--- config.mk ---
export PLATFORM = sky130hd
export DESIGN_NAME = timed_azimuth_rotor_controller_unit
export DESIGN_NICKNAME = d
export VERILOG_FILES = /design/src/tarc_pkg.sv /design/src/timed_azimuth_rotor_controller_unit.sv
export VERILOG_INCLUDE_DIRS = /design/src /design/src/src
export SDC_FILE = /design/constraint.sdc
export NUM_CORES = 1
export LEC_CHECK = 0
export BUFFER_PORTS_ARGS = -buffer_cell sky130_fd_sc_hd__clkbuf_2
export CORE_MARGIN = 1.5
export CORE_UTILIZATION = 64
export CTS_BUF_LIST = sky130_fd_sc_hd__clkbuf_8
export DETAILED_ROUTE_END_ITERATION = 16
export PLACE_DENSITY = 0.81
export SETUP_SLACK_MARGIN = 0.3
export SLEW_MARGIN = 20
export SYNTH_ARGS = -nofsm -noshare
export SYNTH_HDL_FRONTEND = slang
export SYNTH_SLANG_ARGS = --single-unit
--- constraint.sdc ---
create_clock -name clock -period 8.7 [get_ports clock]
set_input_delay 0.87 -clock clock [delete_from_list [all_inputs] [get_ports clock]]
set_output_delay 0.87 -clock clock [all_outputs]
set_load 0.05 [all_outputs]
--- src/timed_azimuth_rotor_controller_unit_macros.svh ---
// Assertion macros shared by the rotor controller RTL.
`ifndef TIMED_AZIMUTH_ROTOR_CONTROLLER_UNIT_MACROS_SVH
`define TIMED_AZIMUTH_ROTOR_CONTROLLER_UNIT_MACROS_SVH

// Checks that the consequent holds in the same cycle as the antecedent.
`define TARC_ASSERT_SAME(label, clk, rst, ante, cons) \
   label: assert property (@(posedge clk) disable iff (rst) (ante) |-> (cons)) \
      else $error("rotor controller check failed");

// Checks that the consequent holds in the cycle after the antecedent.
`define TARC_ASSERT_NEXT(label, clk, rst, ante, cons) \
   label: assert property (@(posedge clk) disable iff (rst) (ante) |=> (cons)) \
      else $error("rotor controller check failed");

`endif

--- src/tarc_pkg.sv ---
// Types, constants and helper functions of the timed azimuth rotor controller.
`default_nettype none

package tarc_pkg;

   localparam logic [1:0] MODE_IDLE    = 2'd0;
   localparam logic [1:0] MODE_TURN    = 2'd1;
   localparam logic [1:0] MODE_JOG_CW  = 2'd2;
   localparam logic [1:0] MODE_JOG_CCW = 2'd3;

   localparam logic [1:0] REG_MS_PER_DEGREE = 2'd0;
   localparam logic [1:0] REG_DEADBAND      = 2'd1;

   localparam logic [7:0] START_CHAR = 8'd65;
   localparam logic [7:0] SPACE_CHAR = 8'd32;
   localparam logic [7:0] DIGIT_ZERO = 8'd48;
   localparam logic [7:0] DIGIT_NINE = 8'd57;

   localparam logic [3:0] FIELD_FIRST = 4'd2;
   localparam logic [3:0] FIELD_LAST  = 4'd4;

   localparam logic [9:0] MAX_TARGET = 10'd359;
   localparam logic [8:0] MAX_POS    = 9'd360;

   localparam logic [7:0] RESET_MS_PER_DEGREE = 8'd180;
   localparam logic [8:0] RESET_DEADBAND      = 9'd5;

   typedef struct packed {
      logic       pad;
      logic [1:0] mode;
      logic [8:0] azimuth;
      logic       ccw_lamp;
      logic       cw_lamp;
      logic       dir_relay;
      logic       run_relay;
   } rsp_word_type;

   typedef struct packed {
      logic       ccw_button;
      logic       cw_button;
      logic [7:0] rx_byte;
   } req_word_type;

   // Live azimuth: position moved by the degrees counted so far in a jog.
   function automatic logic [8:0] jog_estimate(logic [1:0] mode, logic [8:0] pos,
                                               logic [8:0] jog);
      logic [9:0] sum;
      sum = {1'b0, pos} + {1'b0, jog};
      unique case (mode)
         MODE_JOG_CW:  jog_estimate = (sum > {1'b0, MAX_POS}) ? MAX_POS : sum[8:0];
         MODE_JOG_CCW: jog_estimate = (pos >= jog) ? (pos - jog) : 9'd0;
         default:      jog_estimate = pos;
      endcase
   endfunction

endpackage

`default_nettype wire

--- src/timed_azimuth_rotor_controller_unit.sv ---
// A word's result is registered in out_ff, or in skid_ff while out_ff waits, before it shows on rsp_tvalid.
// Throughput: one word per cycle while req_tready is high; all state updates sit in one logic level set
// between the accepted word and the result register.
// A two-entry result buffer keeps req_tready high while one result waits.
// Synchronous active-high reset returns all state but the buffer's data words, and both registers, to defaults.
`default_nettype none
`include "timed_azimuth_rotor_controller_unit_macros.svh"

module timed_azimuth_rotor_controller_unit #(
   parameter int FRAME_BYTES = 12
) (
   input  wire logic        clock,
   input  wire logic        reset,
   input  wire logic        req_tvalid,
   output logic             req_tready,
   input  wire logic [15:0] req_tdata,   // rx_byte[7:0], cw_button[8], ccw_button[9]
   input  wire logic        req_tuser,   // kind[0]
   output logic             rsp_tvalid,
   input  wire logic        rsp_tready,
   output logic [15:0]      rsp_tdata,   // run_relay, dir_relay, cw_lamp, ccw_lamp,
                                         // azimuth[12:4], mode[14:13]
   input  wire logic        csr_valid,
   output logic             csr_ready,
   input  wire logic [1:0]  csr_index,
   input  wire logic [8:0]  csr_data
);

   tarc_pkg::req_word_type req_word;
   tarc_pkg::rsp_word_type result;
   tarc_pkg::rsp_word_type out_ff, skid_ff;
   logic out_valid_ff, skid_valid_ff;

   logic [7:0] ms_per_degree_ff;
   logic [8:0] deadband_ff;

   logic [8:0] position_ff, position_in;
   logic [3:0] frame_index_ff, frame_index_in;
   logic [9:0] target_accum_ff, target_accum_in;
   logic       digits_closed_ff, digits_closed_in;
   logic       digit_seen_ff, digit_seen_in;
   logic [8:0] pending_target_ff, pending_target_in;
   logic [8:0] degrees_left_ff, degrees_left_in;
   logic [7:0] ms_in_degree_ff, ms_in_degree_in;
   logic [1:0] run_mode_ff, run_mode_in;
   logic [8:0] jog_degrees_ff, jog_degrees_in;
   logic       direction_bit_ff, direction_bit_in;
   logic [1:0] lamp_bits_ff, lamp_bits_in;

   logic       req_accept, rsp_pop;
   logic       degree_done, jog_active, held, is_digit;
   logic [7:0] ms_step;
   logic [8:0] est_cur, target, absdiff, degrees_dec;
   logic [13:0] accum_times_ten;

   assign req_word   = req_tdata[9:0];
   assign req_tready = !skid_valid_ff;
   assign req_accept = req_tvalid && req_tready;
   assign rsp_pop    = out_valid_ff && rsp_tready;
   assign rsp_tvalid = out_valid_ff;
   assign rsp_tdata  = out_ff;
   assign csr_ready  = 1'b1;

   assign degree_done = ({1'b0, ms_in_degree_ff} + 9'd1) >= {1'b0, ms_per_degree_ff};
   assign ms_step     = degree_done ? 8'd0 : ms_in_degree_ff + 8'd1;
   assign jog_active  = (run_mode_ff == tarc_pkg::MODE_JOG_CW) ||
                        (run_mode_ff == tarc_pkg::MODE_JOG_CCW);
   assign held        = (run_mode_ff == tarc_pkg::MODE_JOG_CW) ? req_word.cw_button
                                                               : req_word.ccw_button;
   assign est_cur     = tarc_pkg::jog_estimate(run_mode_ff, position_ff, jog_degrees_ff);
   assign is_digit    = (req_word.rx_byte >= tarc_pkg::DIGIT_ZERO) &&
                        (req_word.rx_byte <= tarc_pkg::DIGIT_NINE);
   assign accum_times_ten = {1'b0, target_accum_ff, 3'b000} + {3'b000, target_accum_ff, 1'b0};
   assign degrees_dec = (degrees_left_ff == 9'd0) ? 9'd0 : degrees_left_ff - 9'd1;

   always_comb begin
      position_in       = position_ff;
      frame_index_in    = frame_index_ff;
      target_accum_in   = target_accum_ff;
      digits_closed_in  = digits_closed_ff;
      digit_seen_in     = digit_seen_ff;
      pending_target_in = pending_target_ff;
      degrees_left_in   = degrees_left_ff;
      ms_in_degree_in   = ms_in_degree_ff;
      run_mode_in       = run_mode_ff;
      jog_degrees_in    = jog_degrees_ff;
      direction_bit_in  = direction_bit_ff;
      lamp_bits_in      = lamp_bits_ff;
      target            = 9'd0;
      absdiff           = 9'd0;
      if (req_accept && !req_tuser && run_mode_ff == tarc_pkg::MODE_IDLE) begin
         if (frame_index_ff == 4'd0) begin
            if (req_word.rx_byte == tarc_pkg::START_CHAR) begin
               frame_index_in   = 4'd1;
               target_accum_in  = 10'd0;
               digits_closed_in = 1'b0;
               digit_seen_in    = 1'b0;
            end
         end else begin
            if (frame_index_ff >= tarc_pkg::FIELD_FIRST &&
                frame_index_ff <= tarc_pkg::FIELD_LAST && !digits_closed_ff) begin
               if (is_digit) begin
                  target_accum_in = accum_times_ten[9:0] +
                                    {2'b00, req_word.rx_byte - tarc_pkg::DIGIT_ZERO};
                  digit_seen_in   = 1'b1;
               end else if (!(req_word.rx_byte == tarc_pkg::SPACE_CHAR && !digit_seen_ff)) begin
                  digits_closed_in = 1'b1;
               end
            end
            if (frame_index_ff >= 4'(FRAME_BYTES)) begin
               frame_index_in    = 4'd0;
               target            = (target_accum_in > tarc_pkg::MAX_TARGET) ?
                                   tarc_pkg::MAX_TARGET[8:0] : target_accum_in[8:0];
               pending_target_in = target;
               if (target < position_ff) begin
                  lamp_bits_in     = 2'b10;
                  direction_bit_in = 1'b0;
                  absdiff          = position_ff - target;
               end else if (target > position_ff) begin
                  lamp_bits_in     = 2'b01;
                  direction_bit_in = 1'b1;
                  absdiff          = target - position_ff;
               end else begin
                  lamp_bits_in = 2'b00;
               end
               if (absdiff > deadband_ff) begin
                  run_mode_in     = tarc_pkg::MODE_TURN;
                  degrees_left_in = absdiff;
                  ms_in_degree_in = 8'd0;
               end
            end else begin
               frame_index_in = frame_index_ff + 4'd1;
            end
         end
      end else if (req_accept && req_tuser) begin
         if (run_mode_ff == tarc_pkg::MODE_TURN) begin
            ms_in_degree_in = ms_step;
            if (degree_done) begin
               degrees_left_in = degrees_dec;
               if (degrees_dec == 9'd0) begin
                  position_in = pending_target_ff;
                  run_mode_in = tarc_pkg::MODE_IDLE;
               end
            end
         end else if (jog_active && held) begin
            ms_in_degree_in = ms_step;
            if (degree_done && jog_degrees_ff < tarc_pkg::MAX_POS) begin
               jog_degrees_in = jog_degrees_ff + 9'd1;
            end
         end else begin
            if (jog_active) begin
               position_in = est_cur;
               run_mode_in = tarc_pkg::MODE_IDLE;
            end
            if (req_word.ccw_button) begin
               run_mode_in      = tarc_pkg::MODE_JOG_CCW;
               lamp_bits_in     = lamp_bits_ff | 2'b10;
               direction_bit_in = 1'b0;
               ms_in_degree_in  = 8'd0;
               jog_degrees_in   = 9'd0;
            end else if (req_word.cw_button) begin
               run_mode_in      = tarc_pkg::MODE_JOG_CW;
               lamp_bits_in     = lamp_bits_ff | 2'b01;
               direction_bit_in = 1'b1;
               ms_in_degree_in  = 8'd0;
               jog_degrees_in   = 9'd0;
            end
         end
      end
   end

   always_comb begin
      result.pad       = 1'b0;
      result.mode      = run_mode_in;
      result.azimuth   = tarc_pkg::jog_estimate(run_mode_in, position_in, jog_degrees_in);
      result.ccw_lamp  = lamp_bits_in[1];
      result.cw_lamp   = lamp_bits_in[0];
      result.dir_relay = direction_bit_in;
      result.run_relay = (run_mode_in != tarc_pkg::MODE_IDLE);
   end

   always_ff @(posedge clock) begin
      if (reset) begin
         ms_per_degree_ff  <= tarc_pkg::RESET_MS_PER_DEGREE;
         deadband_ff       <= tarc_pkg::RESET_DEADBAND;
         position_ff       <= 9'd0;
         frame_index_ff    <= 4'd0;
         target_accum_ff   <= 10'd0;
         digits_closed_ff  <= 1'b0;
         digit_seen_ff     <= 1'b0;
         pending_target_ff <= 9'd0;
         degrees_left_ff   <= 9'd0;
         ms_in_degree_ff   <= 8'd0;
         run_mode_ff       <= tarc_pkg::MODE_IDLE;
         jog_degrees_ff    <= 9'd0;
         direction_bit_ff  <= 1'b0;
         lamp_bits_ff      <= 2'b00;
      end else begin
         if (csr_valid && csr_ready) begin
            unique case (csr_index)
               tarc_pkg::REG_MS_PER_DEGREE: ms_per_degree_ff <= csr_data[7:0];
               tarc_pkg::REG_DEADBAND:      deadband_ff      <= csr_data;
               default: ;
            endcase
         end
         position_ff       <= position_in;
         frame_index_ff    <= frame_index_in;
         target_accum_ff   <= target_accum_in;
         digits_closed_ff  <= digits_closed_in;
         digit_seen_ff     <= digit_seen_in;
         pending_target_ff <= pending_target_in;
         degrees_left_ff   <= degrees_left_in;
         ms_in_degree_ff   <= ms_in_degree_in;
         run_mode_ff       <= run_mode_in;
         jog_degrees_ff    <= jog_degrees_in;
         direction_bit_ff  <= direction_bit_in;
         lamp_bits_ff      <= lamp_bits_in;
      end
   end

   always_ff @(posedge clock) begin
      if (reset) begin
         out_valid_ff  <= 1'b0;
         skid_valid_ff <= 1'b0;
      end else begin
         if (!out_valid_ff || rsp_pop) begin
            out_valid_ff <= skid_valid_ff || req_accept;
         end
         if (skid_valid_ff) begin
            if (rsp_pop) begin
               skid_valid_ff <= req_accept;
            end
         end else begin
            skid_valid_ff <= req_accept && out_valid_ff && !rsp_pop;
         end
      end
   end

   always_ff @(posedge clock) begin
      if (!out_valid_ff || rsp_pop) begin
         out_ff <= skid_valid_ff ? skid_ff : result;
      end
      if ((skid_valid_ff && rsp_pop) || (!skid_valid_ff && out_valid_ff && !rsp_pop)) begin
         skid_ff <= result;
      end
   end

   `TARC_ASSERT_SAME(a_skid_behind_out, clock, reset, skid_valid_ff, out_valid_ff)
   `TARC_ASSERT_SAME(a_turn_has_degrees, clock, reset,
      run_mode_ff == tarc_pkg::MODE_TURN, degrees_left_ff != 9'd0)
   `TARC_ASSERT_SAME(a_position_range, clock, reset, 1'b1,
      position_ff <= tarc_pkg::MAX_POS && jog_degrees_ff <= tarc_pkg::MAX_POS)
   `TARC_ASSERT_NEXT(a_busy_drops_bytes, clock, reset,
      req_accept && !req_tuser && run_mode_ff != tarc_pkg::MODE_IDLE,
      $stable(frame_index_ff) && $stable(target_accum_ff))

endmodule

`default_nettype wire

# After elaboration in Yosys (flattened, before gate mapping)
# Index checks and enable logic that the tools add are counted.
dict set report totals {
  register_bits 114
  out_inout_bits 19
  in_bits 33
  word_cells 215
}
dict set report classes {
  n_eq_ne 14
  reduce_logical 46
  n_lt_le_gt_ge 15
  bitwise_logic 1
  n_mux 97
  n_addsub 14
}
# operator n
set ops {}
lappend ops {{$mux W9} 32}
lappend ops {{$mux W8} 10}
lappend ops {{$mux W10} 6}
lappend ops {{$mux W2} 20}
lappend ops {{$pmux W9 S2} 2}
lappend ops {{$sub A9 B9 Y9} 4}
lappend ops {{$gt A10 B9 Y1 const B} 3}
lappend ops {{$mux W1} 23}
lappend ops {{$add A9 B9 Y10} 2}
lappend ops {{$ge A9 B9 Y1} 2}
lappend ops {{$gt A9 B9 Y1} 2}
lappend ops {{$logic_not A9 Y1} 2}
lappend ops {{$logic_and A1 B1 Y1} 16}
lappend ops {{$mux W15} 1}
lappend ops {{$mux W4} 3}
lappend ops {{$reduce_bool A2 Y1} 6}
lappend ops {{$add A10 B10 Y10} 1}
lappend ops {{$add A10 B8 Y10} 1}
lappend ops {{$reduce_and A5 Y1} 2}
lappend ops {{$add A8 B1 Y9 const B} 1}
lappend ops {{$add A9 B1 Y9 const B} 1}
lappend ops {{$ge A9 B8 Y1} 1}
lappend ops {{$lt A9 B9 Y1} 1}
lappend ops {{$lt A9 B9 Y1 const B} 1}
lappend ops {{25 further kinds} 44}

# Depth between registers and ports, before layout
dict set report logic_depth {
  word_depth 22
  mapped_depth 37
  depth_no_buf 35
}

# Worst setup path before layout
# OpenSTA, ideal clock, no wires.
dict set report synth_path {
  path_kind {input -> register}
  start {input port req_tdata[3]}
  end {register out_ff, in the netlist rsp_tdata[11], data pin}
  arrival_time_ps 7870
  path_slack_ps 571
  setup_time_ps 260
  required_time_ps 8440
  cell_stages 35
  path_buffers 3
  cell_sequence {inv_1 > fa_1 > inv_1 > fa_1 > a21o_1 > a21oi_1 > xnor2_1 > nor2_1 > a21oi_1 > a2111oi_0 > o21a_1 > nor2_1 > clkbuf_1 > nand2_1 > ha_1 > nor2b_1 > o21ai_0 > a21boi_0 > o21ai_0 > a211oi_1 > or2_2 > clkbuf_1 > clkbuf_1 > a31o_2 > mux2i_1 > inv_1 > ha_1 > a21o_1 > a211o_1 > o211ai_1 > o21a_1 > a211oi_1 > a311oi_1 > o22ai_1 > mux2_2}
}
# item line_no
set synth_rtl {}
lappend synth_rtl {{start, declared} timed_azimuth_rotor_controller_unit.sv:16} ;# input wire logic [15:0] req_tdata,
lappend synth_rtl {{end signal, assigned} timed_azimuth_rotor_controller_unit.sv:240} ;# out_ff <= skid_valid_ff ? skid_ff : result;
lappend synth_rtl {{end, declared} timed_azimuth_rotor_controller_unit.sv:30} ;# tarc_pkg::rsp_word_type out_ff, skid_ff;

==> results.sh <==
export IMPL_status="complete, no violations"
export IMPL_place_area_sq_um=9840
export IMPL_final_antenna_net_count=0
export IMPL_endpoint_kind="flip-flop"
export IMPL_first_pass_iters=6
export IMPL_final_util_pct=70.2
export IMPL_fmax_mhz=126
export IMPL_drc=0
export IMPL_peakVddDrop_v=0.000153
export IMPL_layout_commonest_cell="nor2_1"
export IMPL_synth_edf_count=30
export IMPL_finalWirelength_microns=25500
export IMPL_setup_viol=0
export IMPL_cts_sinks=114
export IMPL_cp_num_buf_inv=6
export IMPL_wl_per_cell_microns=18.2
export IMPL_yosys_cell_types_count=97
export IMPL_avgSynthCellArea_sq_um=8.15
export IMPL_hp_start="pending_target_ff[7]"
export IMPL_final_cell_area_sq_um=10200
export IMPL_min_period_ns=7.96
export IMPL_die_h_microns=125
export IMPL_grt_max_degree=71
export IMPL_crit_required_ns=8.93
export IMPL_min_path_type="reg -> reg"
export IMPL_nets=1336
export IMPL_syn2layout_area_growth_pct=6.99
export IMPL_cp_top_family="compound AO/OA/AOI/OAI gates"
export IMPL_drive_above_1_share_pct=10.8
export IMPL_slowest_stage="fa_1"
export IMPL_power_leakage_nw=4.69
export IMPL_gp_congestion=0.952
export IMPL_cp_max_fo=16
export IMPL_synthTopCellsByArea="dfxtp_1 (18%), ha_1 (12%), edfxtp_1 (9.4%), nor2_1 (5.7%), a21oi_1 (4.2%)"
export IMPL_worstSetupEndpoint="rsp_tdata[11]"
export IMPL_cp_slowest_stage_delay_ns=0.55
export IMPL_r2r_slack_ns=0.85
export IMPL_io_pins=52
export IMPL_seq_area_frac_synth_pct=27.0
export IMPL_syn_inst=1175
export IMPL_htreeDepth=4
export IMPL_syn_num_nets=1309
export IMPL_start_kind="primary input"
export IMPL_grt_ovfl_total=0
export IMPL_synth_top_area_cell="dfxtp_1"
export IMPL_cts_buffers=17
export IMPL_drt_initial_drc_count=978
export IMPL_clock_latency_ns=0.47
export IMPL_synth_top_area_share_pct=17.6
export IMPL_finalCritPeriodShare_pct=91.5
export IMPL_clk_pin_slew_ns=0.08
export IMPL_max_slew_margin_pct=31.6
export IMPL_synthArstFlopShare_pct=0
export IMPL_crit_reg2reg_launch="target_accum_ff[2]"
export IMPL_drv_slew=0
export IMPL_fin_skew_ns=0.0109
export IMPL_ys_warn_count=0
export IMPL_initial_core_util_pct=65.6
export IMPL_rows=44
export IMPL_crit_top_cell="buf_4"
export IMPL_worst_path_stages=35
export IMPL_via_count=8963
export IMPL_dominantRegCellSynth="dfxtp_1"
export IMPL_critPathKind="in -> reg"
export IMPL_r2r_cells=34
export IMPL_antenna_found_initial=0
export IMPL_grt_pass1_wl_microns=41400
export IMPL_fillers=1164
export IMPL_tritoncts="done"
export IMPL_dp_hpwl_microns=19100
export IMPL_num_antenna_cells=0
export IMPL_dieWidth_microns=125
export IMPL_cp_startpoint="req_tdata[3]"
export IMPL_tns_ns=0
export IMPL_synth_area_sq_um=9570
export IMPL_rsz0062_at_grt="false"
export IMPL_cts_buffer_depth=2
export IMPL_powerDensity_nw_per_um2=124
export IMPL_synth_seq_cells=114
export IMPL_worstPathArrival_ns=8.19
export IMPL_final_hold_viol_count=0
export IMPL_max_cap_viol_count=0
export IMPL_clockRootBuffer="clkbuf_8"
export IMPL_groute_usage_overall_pct=32.5
export IMPL_most_common_layout_cells="nor2_1 (145), inv_1 (100), ha_1 (89)"
export IMPL_vias_per_cell=6.41
export IMPL_floorplan_die_area_sq_um=15700
export IMPL_timing_rr_end="rsp_tdata[11]"
export IMPL_grt_pass1_vias=8313
export IMPL_coreArea_sq_um=14600
export IMPL_worst_pin_slew_ns=1.01
export IMPL_portBuffers=43
==> repair_timing <==
| action | 4_1_cts | 5_1_grt |
|---|---|---|
| setup endpoints to repair | 0 | 22 |
| hold buffers | 0 | 0 |
| resized for setup | 0 | 3 |
| setup buffers | 0 | 1 |
==> per-layer routing <==
layer / global-route usage, % / routed length, microns / up-vias
met3: 6.68 / 2240 / 78
met2: 50.0 / 11100 / 398
met1: 45.1 / 11200 / 4195
met5: 0 / 0 / -
li1: - / - / 4292
met4: 12.8 / 912 / 0
==> worst min path at each step <==
stage,cells past startpoint,endpoint,slack (ns)
floorplan,2,pending_target_ff[7],0.44
global placement,2,pending_target_ff[7],0.45
detailed placement,2,pending_target_ff[7],0.45
CTS,2,pending_target_ff[7],0.46
global route,2,pending_target_ff[7],0.50
finish,2,pending_target_ff[7],0.46
==> area by class of cell <==
type	count	area, sq um	share of cell area, %
clock buffers	17	234	2.28
clock inverters	15	146	1.43
inverters	103	387	3.78
multi-input cells	911	6350	62.1
flip-flops and latches	114	2580	25.2
well taps	184	230	2.25
repair buffers	55	305	2.98
==> report_power, final <==
part	switching [mW]	leakage (nW)	internal, mW
sequential	0.0123	0.989	0.566
combinational	0.138	3.51	0.0582
clock	0.266	0.190	0.233
total	0.416	4.69	0.858
==> logic make-up (layout without fill, tap and decap cells) <==
family / after synthesis / after routing / synth area share, %
muxes: 30 / 30 / 3.48
and+or+nand+nor: 395 / 395 / 20.1
xor gates and xnor gates: 36 / 36 / 3.29
adders and majority gates: 101 / 101 / 14.1
DFF: 114 / 114 / 27.0
AOI/OAI and AO/OA: 347 / 347 / 25.2
buffers and inverters: 150 / 190 / 6.72
other: 2 / 2 / 0.0785
==> cells in the mapped netlist (17+ instances only) <==
library cell,count
nand2_1,75
xnor2_1,19
nor2_1,145
and2_1,20
ha_1,89
clkbuf_1,29
nor2b_1,21
dfxtp_1,84
o21a_1,17
inv_1,100
nor3_1,25
edfxtp_1,30
nand3_1,23
a21oi_1,80
mux2i_1,19
a21o_1,18
xor2_1,17
o21ai_0,59
a211oi_1,19
==> worst min-delay path, cell delays in order, from the launching register on <==
cell     delay (ns)
dfxtp_1        0.32
nand2_1        0.05
a21oi_1        0.05
==> registers in the layout, indices dropped and copies added, names as in the netlist, 2 cells and up <==
name / cells
lamp_bits_ff: 2
pending_target_ff: 9
target_accum_ff: 10
position_ff: 9
deadband_ff: 9
ms_in_degree_ff: 8
degrees_left_ff: 9
rsp_tdata: 15
ms_per_degree_ff: 8
frame_index_ff: 4
jog_degrees_ff: 9
skid_ff: 15
run_mode_ff: 2
==> stage by stage <==
step | setup WS, ns | cells | hold slack, ns | power, mW
2_1_floorplan | 0.571 | 1175 | 0.437 | 0.730
3_3_place_gp | 0.345 | 1366 | 0.448 | 0.777
3_5_place_dp | 0.175 | 1366 | 0.450 | 0.780
4_1_cts | 0.648 | 1398 | 0.461 | 1.27
5_1_grt | 0.308 | 1399 | 0.500 | 1.31
6_report | 0.741 | 1399 | 0.463 | 1.27
(Power assumes the default switching activity.)
